$ cat src/sv/hsvrgb_pkg.sv
package hsvrgb_pkg;

   // Field widths of one input beat and one result beat.
   localparam int HueW   = 16;
   localparam int SatW   = 14;
   localparam int ValW   = 14;
   localparam int ChanW  = 8;
   localparam int ReqW   = 48;   // 44 field bits filled up to whole bytes
   localparam int RspW   = 24;

   // Unit fixed point: 4096 means 1.0, so a clamped level needs 13 bits.
   localparam int UnitW  = 13;
   localparam logic [UnitW-1:0] UnitOne = 13'd4096;

   // Scale is One * 60. A level is val * (Scale - sat*k) * 17 >> 26, which is
   // the same as val * (Scale - sat*k) * 255 / (One * Scale) because
   // One * Scale = 15 * 2^26.
   localparam int ScaleW  = 18;
   localparam logic [ScaleW:0] Scale = 19'd245760;
   localparam int KW      = 6;
   localparam int ProdW   = UnitW + ScaleW;
   localparam int LevelLsb = 26;

   // Hue reduction: bias into a positive range that keeps the value mod 360,
   // then divide by 360 through a reciprocal that is exact below 2^17.
   localparam int BiasW      = 17;
   localparam logic [BiasW-1:0] HueBias = 17'd33120;   // 92 * 360
   localparam logic [BiasW-1:0] HueRecip = 17'd93207;  // ceil(2^25 / 360)
   localparam int RecipShift = 25;
   localparam int QuotW      = 8;
   localparam int HueModW    = 9;
   localparam logic [HueModW-1:0] FullTurn = 9'd360;
   localparam logic [HueModW-1:0] SectorSpan = 9'd60;
   localparam logic [KW-1:0] SectorK = 6'd60;

   // Color wheel sectors, 60 degrees each.
   localparam logic [2:0] SEC_RY = 3'd0;   // red to yellow
   localparam logic [2:0] SEC_YG = 3'd1;   // yellow to green
   localparam logic [2:0] SEC_GC = 3'd2;   // green to cyan
   localparam logic [2:0] SEC_CB = 3'd3;   // cyan to blue
   localparam logic [2:0] SEC_BM = 3'd4;   // blue to magenta
   localparam logic [2:0] SEC_MR = 3'd5;   // magenta to red

endpackage

$ cat src/sv/hsvrgb_level.sv
// One channel level: two register stages, then the final scale.
module hsvrgb_level (
   input  logic                           clock,
   input  logic                           enable,
   input  logic [hsvrgb_pkg::UnitW-1:0]   sat,
   input  logic [hsvrgb_pkg::UnitW-1:0]   val,
   input  logic [hsvrgb_pkg::KW-1:0]      k,
   output logic [hsvrgb_pkg::ChanW-1:0]   level
);

   logic [hsvrgb_pkg::ScaleW:0]     sk_in;
   logic [hsvrgb_pkg::ScaleW-1:0]   m_in;
   logic [hsvrgb_pkg::ScaleW-1:0]   m_ff;
   logic [hsvrgb_pkg::UnitW-1:0]    val_ff;
   logic [hsvrgb_pkg::ProdW-1:0]    prod_in;
   logic [hsvrgb_pkg::ProdW-1:0]    prod_ff;
   logic [hsvrgb_pkg::ProdW+4:0]    scaled;

   // sat*k never exceeds Scale, so the difference fits in ScaleW bits.
   assign sk_in   = (hsvrgb_pkg::ScaleW+1)'(sat) * (hsvrgb_pkg::ScaleW+1)'(k);
   assign m_in    = hsvrgb_pkg::ScaleW'(hsvrgb_pkg::Scale - sk_in);
   assign prod_in = hsvrgb_pkg::ProdW'(val_ff) * hsvrgb_pkg::ProdW'(m_ff);

   always_ff @(posedge clock) begin
      if (enable) begin
         m_ff    <= m_in;
         val_ff  <= val;
         prod_ff <= prod_in;
      end
   end

   // Times 17 as shift and add; the top level is at most 255.
   assign scaled = {prod_ff, 4'b0000} + (hsvrgb_pkg::ProdW+5)'(prod_ff);
   assign level  = scaled[hsvrgb_pkg::LevelLsb +: hsvrgb_pkg::ChanW];

endmodule

$ cat src/sv/hsv_to_rgb_converter.sv
// Channel  Dir  Beat contents (tdata, lowest bits first)
// req_*    in   hue_degrees[15:0], saturation[29:16], brightness[43:30], zero pad
// rsp_*    out  red[7:0], green[15:8], blue[23:16]
//
// One beat enters per clock unless the output is stalled.
// Stages: clamp and hue reciprocal multiply, hue remainder and sector,
// per-channel sat*k, per-channel val product, output register.
// The whole pipeline advances together whenever the output register is
// empty or its beat is being taken; a stalled output holds every stage.
// Synchronous reset clears the valid bits only.
module hsv_to_rgb_converter (
   input  logic                          clock,
   input  logic                          reset,
   input  logic                          req_tvalid,
   output logic                          req_tready,
   // hue_degrees[15:0], saturation[29:16], brightness[43:30], pad[47:44]
   input  logic [hsvrgb_pkg::ReqW-1:0]   req_tdata,
   output logic                          rsp_tvalid,
   input  logic                          rsp_tready,
   // red[7:0], green[15:8], blue[23:16]
   output logic [hsvrgb_pkg::RspW-1:0]   rsp_tdata
);

   logic                                 adv;
   logic                                 s1_vld_ff, s2_vld_ff, s3_vld_ff, s4_vld_ff;
   logic                                 rsp_tvalid_ff;
   logic [hsvrgb_pkg::RspW-1:0]          rsp_tdata_ff;
   logic [hsvrgb_pkg::RspW-1:0]          rsp_tdata_in;

   logic signed [hsvrgb_pkg::HueW-1:0]   req_hue;
   logic signed [hsvrgb_pkg::SatW-1:0]   req_sat;
   logic signed [hsvrgb_pkg::ValW-1:0]   req_val;
   logic [hsvrgb_pkg::UnitW-1:0]         sat_in, val_in;
   logic [hsvrgb_pkg::BiasW-1:0]         biased_in;
   logic [2*hsvrgb_pkg::BiasW-1:0]       recip_prod;

   logic [hsvrgb_pkg::BiasW-1:0]         s1_biased_ff;
   logic [hsvrgb_pkg::QuotW-1:0]         s1_quot_ff;
   logic [hsvrgb_pkg::UnitW-1:0]         s1_sat_ff, s1_val_ff;

   logic [hsvrgb_pkg::BiasW-1:0]         hue_mod_wide;
   logic [hsvrgb_pkg::HueModW-1:0]       hue_mod_in;
   logic [2:0]                           sec_in;
   logic [hsvrgb_pkg::HueModW-1:0]       rem_wide;

   logic [2:0]                           s2_sec_ff, s3_sec_ff, s4_sec_ff;
   logic [hsvrgb_pkg::KW-1:0]            s2_rem_ff;
   logic [hsvrgb_pkg::UnitW-1:0]         s2_sat_ff, s2_val_ff;
   logic [hsvrgb_pkg::KW-1:0]            k_t;

   logic [hsvrgb_pkg::ChanW-1:0]         lv_v, lv_p, lv_q, lv_t;
   logic [hsvrgb_pkg::ChanW-1:0]         red, green, blue;

   assign adv        = !rsp_tvalid_ff || rsp_tready;
   assign req_tready = adv;
   assign rsp_tvalid = rsp_tvalid_ff;
   assign rsp_tdata  = rsp_tdata_ff;

   assign req_hue = req_tdata[15:0];
   assign req_sat = req_tdata[29:16];
   assign req_val = req_tdata[43:30];

   // Stage 1: clamp to 0..1.0 and start the divide by 360.
   always_comb begin
      if (req_sat[hsvrgb_pkg::SatW-1]) begin
         sat_in = '0;
      end else if (req_sat[hsvrgb_pkg::UnitW-1:0] > hsvrgb_pkg::UnitOne) begin
         sat_in = hsvrgb_pkg::UnitOne;
      end else begin
         sat_in = req_sat[hsvrgb_pkg::UnitW-1:0];
      end
      if (req_val[hsvrgb_pkg::ValW-1]) begin
         val_in = '0;
      end else if (req_val[hsvrgb_pkg::UnitW-1:0] > hsvrgb_pkg::UnitOne) begin
         val_in = hsvrgb_pkg::UnitOne;
      end else begin
         val_in = req_val[hsvrgb_pkg::UnitW-1:0];
      end
   end

   assign biased_in  = hsvrgb_pkg::BiasW'(req_hue) + hsvrgb_pkg::HueBias;
   assign recip_prod = (2*hsvrgb_pkg::BiasW)'(biased_in) *
                       (2*hsvrgb_pkg::BiasW)'(hsvrgb_pkg::HueRecip);

   // Stage 2: remainder mod 360, then sector and offset within it.
   assign hue_mod_wide = s1_biased_ff -
                         hsvrgb_pkg::BiasW'(s1_quot_ff) *
                         hsvrgb_pkg::BiasW'(hsvrgb_pkg::FullTurn);
   assign hue_mod_in   = hue_mod_wide[hsvrgb_pkg::HueModW-1:0];

   always_comb begin
      if (hue_mod_in >= 9'd300) begin
         sec_in = hsvrgb_pkg::SEC_MR;
      end else if (hue_mod_in >= 9'd240) begin
         sec_in = hsvrgb_pkg::SEC_BM;
      end else if (hue_mod_in >= 9'd180) begin
         sec_in = hsvrgb_pkg::SEC_CB;
      end else if (hue_mod_in >= 9'd120) begin
         sec_in = hsvrgb_pkg::SEC_GC;
      end else if (hue_mod_in >= 9'd60) begin
         sec_in = hsvrgb_pkg::SEC_YG;
      end else begin
         sec_in = hsvrgb_pkg::SEC_RY;
      end
   end

   assign rem_wide = hue_mod_in - hsvrgb_pkg::HueModW'(sec_in) * hsvrgb_pkg::SectorSpan;

   always_ff @(posedge clock) begin
      if (reset) begin
         s1_vld_ff     <= 1'b0;
         s2_vld_ff     <= 1'b0;
         s3_vld_ff     <= 1'b0;
         s4_vld_ff     <= 1'b0;
         rsp_tvalid_ff <= 1'b0;
      end else if (adv) begin
         s1_vld_ff     <= req_tvalid;
         s2_vld_ff     <= s1_vld_ff;
         s3_vld_ff     <= s2_vld_ff;
         s4_vld_ff     <= s3_vld_ff;
         rsp_tvalid_ff <= s4_vld_ff;
      end
   end

   always_ff @(posedge clock) begin
      if (adv) begin
         s1_biased_ff <= biased_in;
         s1_quot_ff   <= recip_prod[hsvrgb_pkg::RecipShift +: hsvrgb_pkg::QuotW];
         s1_sat_ff    <= sat_in;
         s1_val_ff    <= val_in;
         s2_sec_ff    <= sec_in;
         s2_rem_ff    <= rem_wide[hsvrgb_pkg::KW-1:0];
         s2_sat_ff    <= s1_sat_ff;
         s2_val_ff    <= s1_val_ff;
         s3_sec_ff    <= s2_sec_ff;
         s4_sec_ff    <= s3_sec_ff;
         rsp_tdata_ff <= rsp_tdata_in;
      end
   end

   // Stages 3 and 4: one lane per level.
   assign k_t = hsvrgb_pkg::SectorK - s2_rem_ff;

   hsvrgb_level u_lv_v (
      .clock(clock), .enable(adv), .sat(s2_sat_ff), .val(s2_val_ff),
      .k('0), .level(lv_v)
   );
   hsvrgb_level u_lv_p (
      .clock(clock), .enable(adv), .sat(s2_sat_ff), .val(s2_val_ff),
      .k(hsvrgb_pkg::SectorK), .level(lv_p)
   );
   hsvrgb_level u_lv_q (
      .clock(clock), .enable(adv), .sat(s2_sat_ff), .val(s2_val_ff),
      .k(s2_rem_ff), .level(lv_q)
   );
   hsvrgb_level u_lv_t (
      .clock(clock), .enable(adv), .sat(s2_sat_ff), .val(s2_val_ff),
      .k(k_t), .level(lv_t)
   );

   // Stage 5: place the levels by sector.
   always_comb begin
      case (s4_sec_ff)
         hsvrgb_pkg::SEC_YG: begin
            red = lv_q; green = lv_v; blue = lv_p;
         end
         hsvrgb_pkg::SEC_GC: begin
            red = lv_p; green = lv_v; blue = lv_t;
         end
         hsvrgb_pkg::SEC_CB: begin
            red = lv_p; green = lv_q; blue = lv_v;
         end
         hsvrgb_pkg::SEC_BM: begin
            red = lv_t; green = lv_p; blue = lv_v;
         end
         hsvrgb_pkg::SEC_MR: begin
            red = lv_v; green = lv_p; blue = lv_q;
         end
         default: begin
            red = lv_v; green = lv_t; blue = lv_p;
         end
      endcase
      rsp_tdata_in = {blue, green, red};
   end

   a_stall_blocks_input: assert property (@(posedge clock) disable iff (reset)
      rsp_tvalid && !rsp_tready |-> !req_tready)
      else $error("input accepted while the output beat is stalled");

   a_hue_reduced: assert property (@(posedge clock) disable iff (reset)
      s1_vld_ff |-> hue_mod_in < hsvrgb_pkg::FullTurn)
      else $error("hue remainder out of range");

   a_sector_rem: assert property (@(posedge clock) disable iff (reset)
      s2_vld_ff |-> (s2_sec_ff <= hsvrgb_pkg::SEC_MR) &&
                    (s2_rem_ff < hsvrgb_pkg::SectorK))
      else $error("sector or offset out of range");

   a_reset_empty: assert property (@(posedge clock) disable iff (reset)
      $past(reset) |-> !rsp_tvalid && !s4_vld_ff)
      else $error("pipeline holds a beat right after reset");

endmodule
$ cat config.mk
export PLATFORM = sky130hd
export DESIGN_NAME = hsv_to_rgb_converter
export DESIGN_NICKNAME = d
export VERILOG_FILES = /design/src/sv/hsvrgb_pkg.sv /design/src/sv/hsvrgb_level.sv /design/src/sv/hsv_to_rgb_converter.sv
export SDC_FILE = /design/constraint.sdc
export NUM_CORES = 2
export LEC_CHECK = 0
export BUFFER_PORTS_ARGS = -buffer_cell sky130_fd_sc_hd__buf_2
export CORE_UTILIZATION = 45
export CTS_BUF_LIST = sky130_fd_sc_hd__clkbuf_8
export CTS_CLUSTER_SIZE = 24
export DETAILED_ROUTE_END_ITERATION = 7
export GPL_TIMING_DRIVEN = 0
export HOLD_SLACK_MARGIN = 0.15
export PLACE_DENSITY = 0.59
export SLEW_MARGIN = 20
export SYNTH_ARGS = -nofsm -noshare
export SYNTH_HDL_FRONTEND = slang
export SYNTH_SLANG_ARGS = --single-unit
$ cat constraint.sdc
create_clock -name clock -period 20 [get_ports clock]
set_clock_uncertainty 0.2 [all_clocks]
set_input_delay 5 -clock clock [delete_from_list [all_inputs] [get_ports clock]]
set_output_delay 5 -clock clock [all_outputs]
set_load 0.05 [all_outputs]
==> run summary <==
GPL Wtd Cong: 0.955
Slowest stage delay, CP: 0.48 ns
Boundary pin count: 78
Crit path top cell by count: buf_2
Total power: 8.44 mW
Fmax: 86.7 MHz
Postcts setup bufs: 0
Grt total ovfl: 0
Slew Limit Fails: 0
Via/cell ratio: 5.12
Internal reg-to-reg setup slack: 12.24 ns
Total core area: 0.102 sq mm
Clock sink count: 282
Standard-cell rows: 117
Main area contributors after synthesis: fa_1 32%, edfxtp_1 18%, ha_1 15%
Worst Hold Launch: s2_val_ff[0]
Top-area cell type share of the netlist area: 31.6%
Hold_buf cts: 0
Worst Path Required: 14.80 ns
HP Class: reg -> reg
Least-Margin Pin Slew: 1.22 ns
Top delay family on crit path: buffers and inverters
Ys Warns: 0
Core Util, Final: 48.7%
Wire length per cell: 18.5 um
Initial antenna violation count: 9
TritonRoute pass-1 iters: 7
Layout net count: 6203
GRT Util Overall: 23.1%
Post_cts resized: 0
Synth cell types: 95
Maximum vdd ir drop: 0.000737 V
Die H: 322 um
Top FF cell, synth: edfxtp_1
Critical path buffers and inverters: 4
Power Dens Cells: 170 mW/mm^2
Die area: 0.104 sq mm
Placed instance area: 0.0484 sq mm
Final ANT Viol Nets: 0
Clk Latency, worst-skew pair: 0.67 ns
Pin count of the biggest net entering global routing: 58
Share of layout cells above drive strength 1: 4.21%
Crit path cell chain: buf_2 -> nand2b_1 -> clkbuf_4 -> buf_16 -> buf_2
Hold depth: 0
Lkg Pwr: 24.8 nW
Starting Density: 45.4%
Clock slew at reported path FFs: 0.06 ns
Final instance area: 0.0495 sq mm
Worst Hold End: u_lv_q.val_ff[0]
Setup TNS Final: 0 ns
Reg-to-Reg Start: u_lv_q.val_ff[6]
Min Tclk post-route: 11.53 ns
Worst EP arrival: 6.33 ns
Seq/Total Area, Yosys: 18.2%
Port bufs: 72
Ys async rst share: 0%
Clock root cell: clkbuf_8
Synth-to-Final Area Change: 7.19%
Total Routed Length: 116000 um
Crit end category: output port
Synthesized cell area: 0.0462 sq mm
Critical path's slowest cell: clkbuf_4
Mean post-synth cell area: 9.78 sq um
H-tree levels: 2
Synth Instances: 4723
CP Launch Type: primary input
Clk buf depth: 3
Area leader, netlist: fa_1
Initial DRC Count: 2203
CTS tree: built
Number of synthesized register bits: 282
Max capacitance violation total: 0
Syn nets: 6072
Endpoints failing setup: 0
Min Hold Slack: 0.206 ns
Period utilization: 57.7%
R2R Path End: u_lv_t.prod_ff[30]
Residual DRC: 0
Number of global-route vias before repair: 32547
Hpwl dp: 97300 um
CTS Buf Count: 52
EDFF count, synth: 277
Kind of critical path: in -> out
Via count: 32101
Hold Fails Final Rpt: 0
Status: finished, final reports clean
Filler Cell Count: 9685
First-pass GRT wire length: 184000 um
Maximum fanout along the worst path: 49
Normalized max-slew margin: 16.2%
RSZ-0062 raised after global routing: no
R2R depth: 20
Die X: 322 um
## cell usage after synthesis (all sizes together), types with 15 or more instances
| master | n |
|---|---|
| nor3 | 40 |
| edfxtp | 277 |
| o21a | 24 |
| and3 | 19 |
| o211ai | 15 |
| nor2 | 107 |
| xnor2 | 159 |
| xor2 | 61 |
| a31oi | 16 |
| nand2b | 17 |
| a21o | 61 |
| o21ai | 72 |
| a211oi | 23 |
| fa | 729 |
| o21bai | 20 |
| nor4 | 15 |
| nor2b | 19 |
| ha | 568 |
| inv | 1015 |
| and2 | 404 |
| a21oi | 134 |
| clkbuf | 153 |
| nand2 | 535 |
| nand3 | 49 |
## how the worst max path moves through the flow
stage,start,to,slack (ns),cells after the start
after floorplan,rsp_tready,req_tready,1.64,2
after global placement,rsp_tready,req_tready,-2.76,4
after detailed placement,req_tdata[5],s1_quot_ff[5],8.09,22
after CTS,rsp_tready,req_tready,8.45,5
after global routing,rsp_tready,req_tready,8.36,5
final,rsp_tready,req_tready,8.47,5
## kinds of logic (layout without fill, tap and decap cells)
logic type      count (synthesis)  count (layout)  synth area share (%)
buf+inv                      1170            1343                  9.51
other cells                     0               4                     0
fa+ha+maj                    1297            1297                  47.0
simple gates                 1263            1263                  13.6
mux                             9               9                 0.198
compound gates                481             481                  7.23
xor+xnor                      221             221                  4.24
flops                         282             282                  18.2
## routing by layer
metal	track usage (%)	wire length, um	vias to the layer above
li1	-	-	15153
met2	37.3	52900	907
met1	32.1	52400	15861
met5	0	22	-
met3	3.13	7090	178
met4	7.28	3700	2
## flip-flops by register name (all words and copies together) (netlist names), 6 cells and up
| register | count |
|---|---|
| u_lv_q.m_ff | 17 |
| u_lv_v.prod_ff | 17 |
| u_lv_p.prod_ff | 29 |
| u_lv_q.prod_ff | 30 |
| u_lv_q.val_ff | 13 |
| s1_sat_ff | 13 |
| rsp_tdata | 24 |
| s2_val_ff | 13 |
| s1_biased_ff | 9 |
| u_lv_t.m_ff | 18 |
| u_lv_t.prod_ff | 31 |
| s1_val_ff | 13 |
| s2_sat_ff | 13 |
| u_lv_p.m_ff | 16 |
| s1_quot_ff | 6 |
| s2_rem_ff | 6 |
## cell usage in the layout, fill, tap and decap left out, types with 24 or more instances in the layout
cell / instances
clkbuf_8: 54
nor3_1: 36
o21ai_0: 65
buf_2: 73
ha_1: 568
clkbuf_1: 152
fa_1: 729
and2_1: 404
inv_1: 1028
a21oi_1: 131
xor2_1: 60
nor2_1: 107
xnor2_1: 159
o21a_1: 24
nand2_1: 534
edfxtp_1: 277
nand3_1: 49
a21o_1: 61
## worst register-to-register path, stage by stage (launching register included)
cell and delay, ns:
edfxtp_1 0.71, clkbuf_1 0.29, clkbuf_1 0.78, nand2_1 0.18, fa_1 0.58, inv_1 0.06
fa_1 0.53, fa_1 0.47, fa_1 0.56, inv_1 0.06, fa_1 0.61, inv_1 0.07
ha_1 0.38, a21oi_1 0.18, o21ai_0 0.16, nor3b_1 0.36, a2111oi_2 0.17, or4_1 0.57
a31o_1 0.23, a21oi_1 0.17, xnor2_1 0.23
## metrics by stage
step / cells / setup WS [ns]
final: 6268 / 8.47
after global routing: 6267 / 8.36
after CTS: 6264 / 8.45
after detailed placement: 6168 / 8.09
after global placement: 6163 / -2.76
after floorplan: 4723 / 1.64
## area by class of cell
type                    instances  area (sq um)  area share (%)
clock inverters                42           350           0.708
clock buffers                  54           743            1.50
multi-input cells            3271         33400            67.4
inverters                    1016          3810            7.70
diodes                          4          10.0          0.0202
well taps                    1368          1710            3.46
flip-flops and latches        282          8420            17.0
plain buffers                 154           583            1.18
repair buffers                 77           490           0.991
## power by group
part           total [mW]  leakage, nW  switching, mW  internal, mW
Combinational        6.50         21.0           3.80          2.70
Clock               0.581        0.607          0.251         0.330
Sequential           1.36         3.14          0.197          1.16
(Power assumes the default switching activity.)
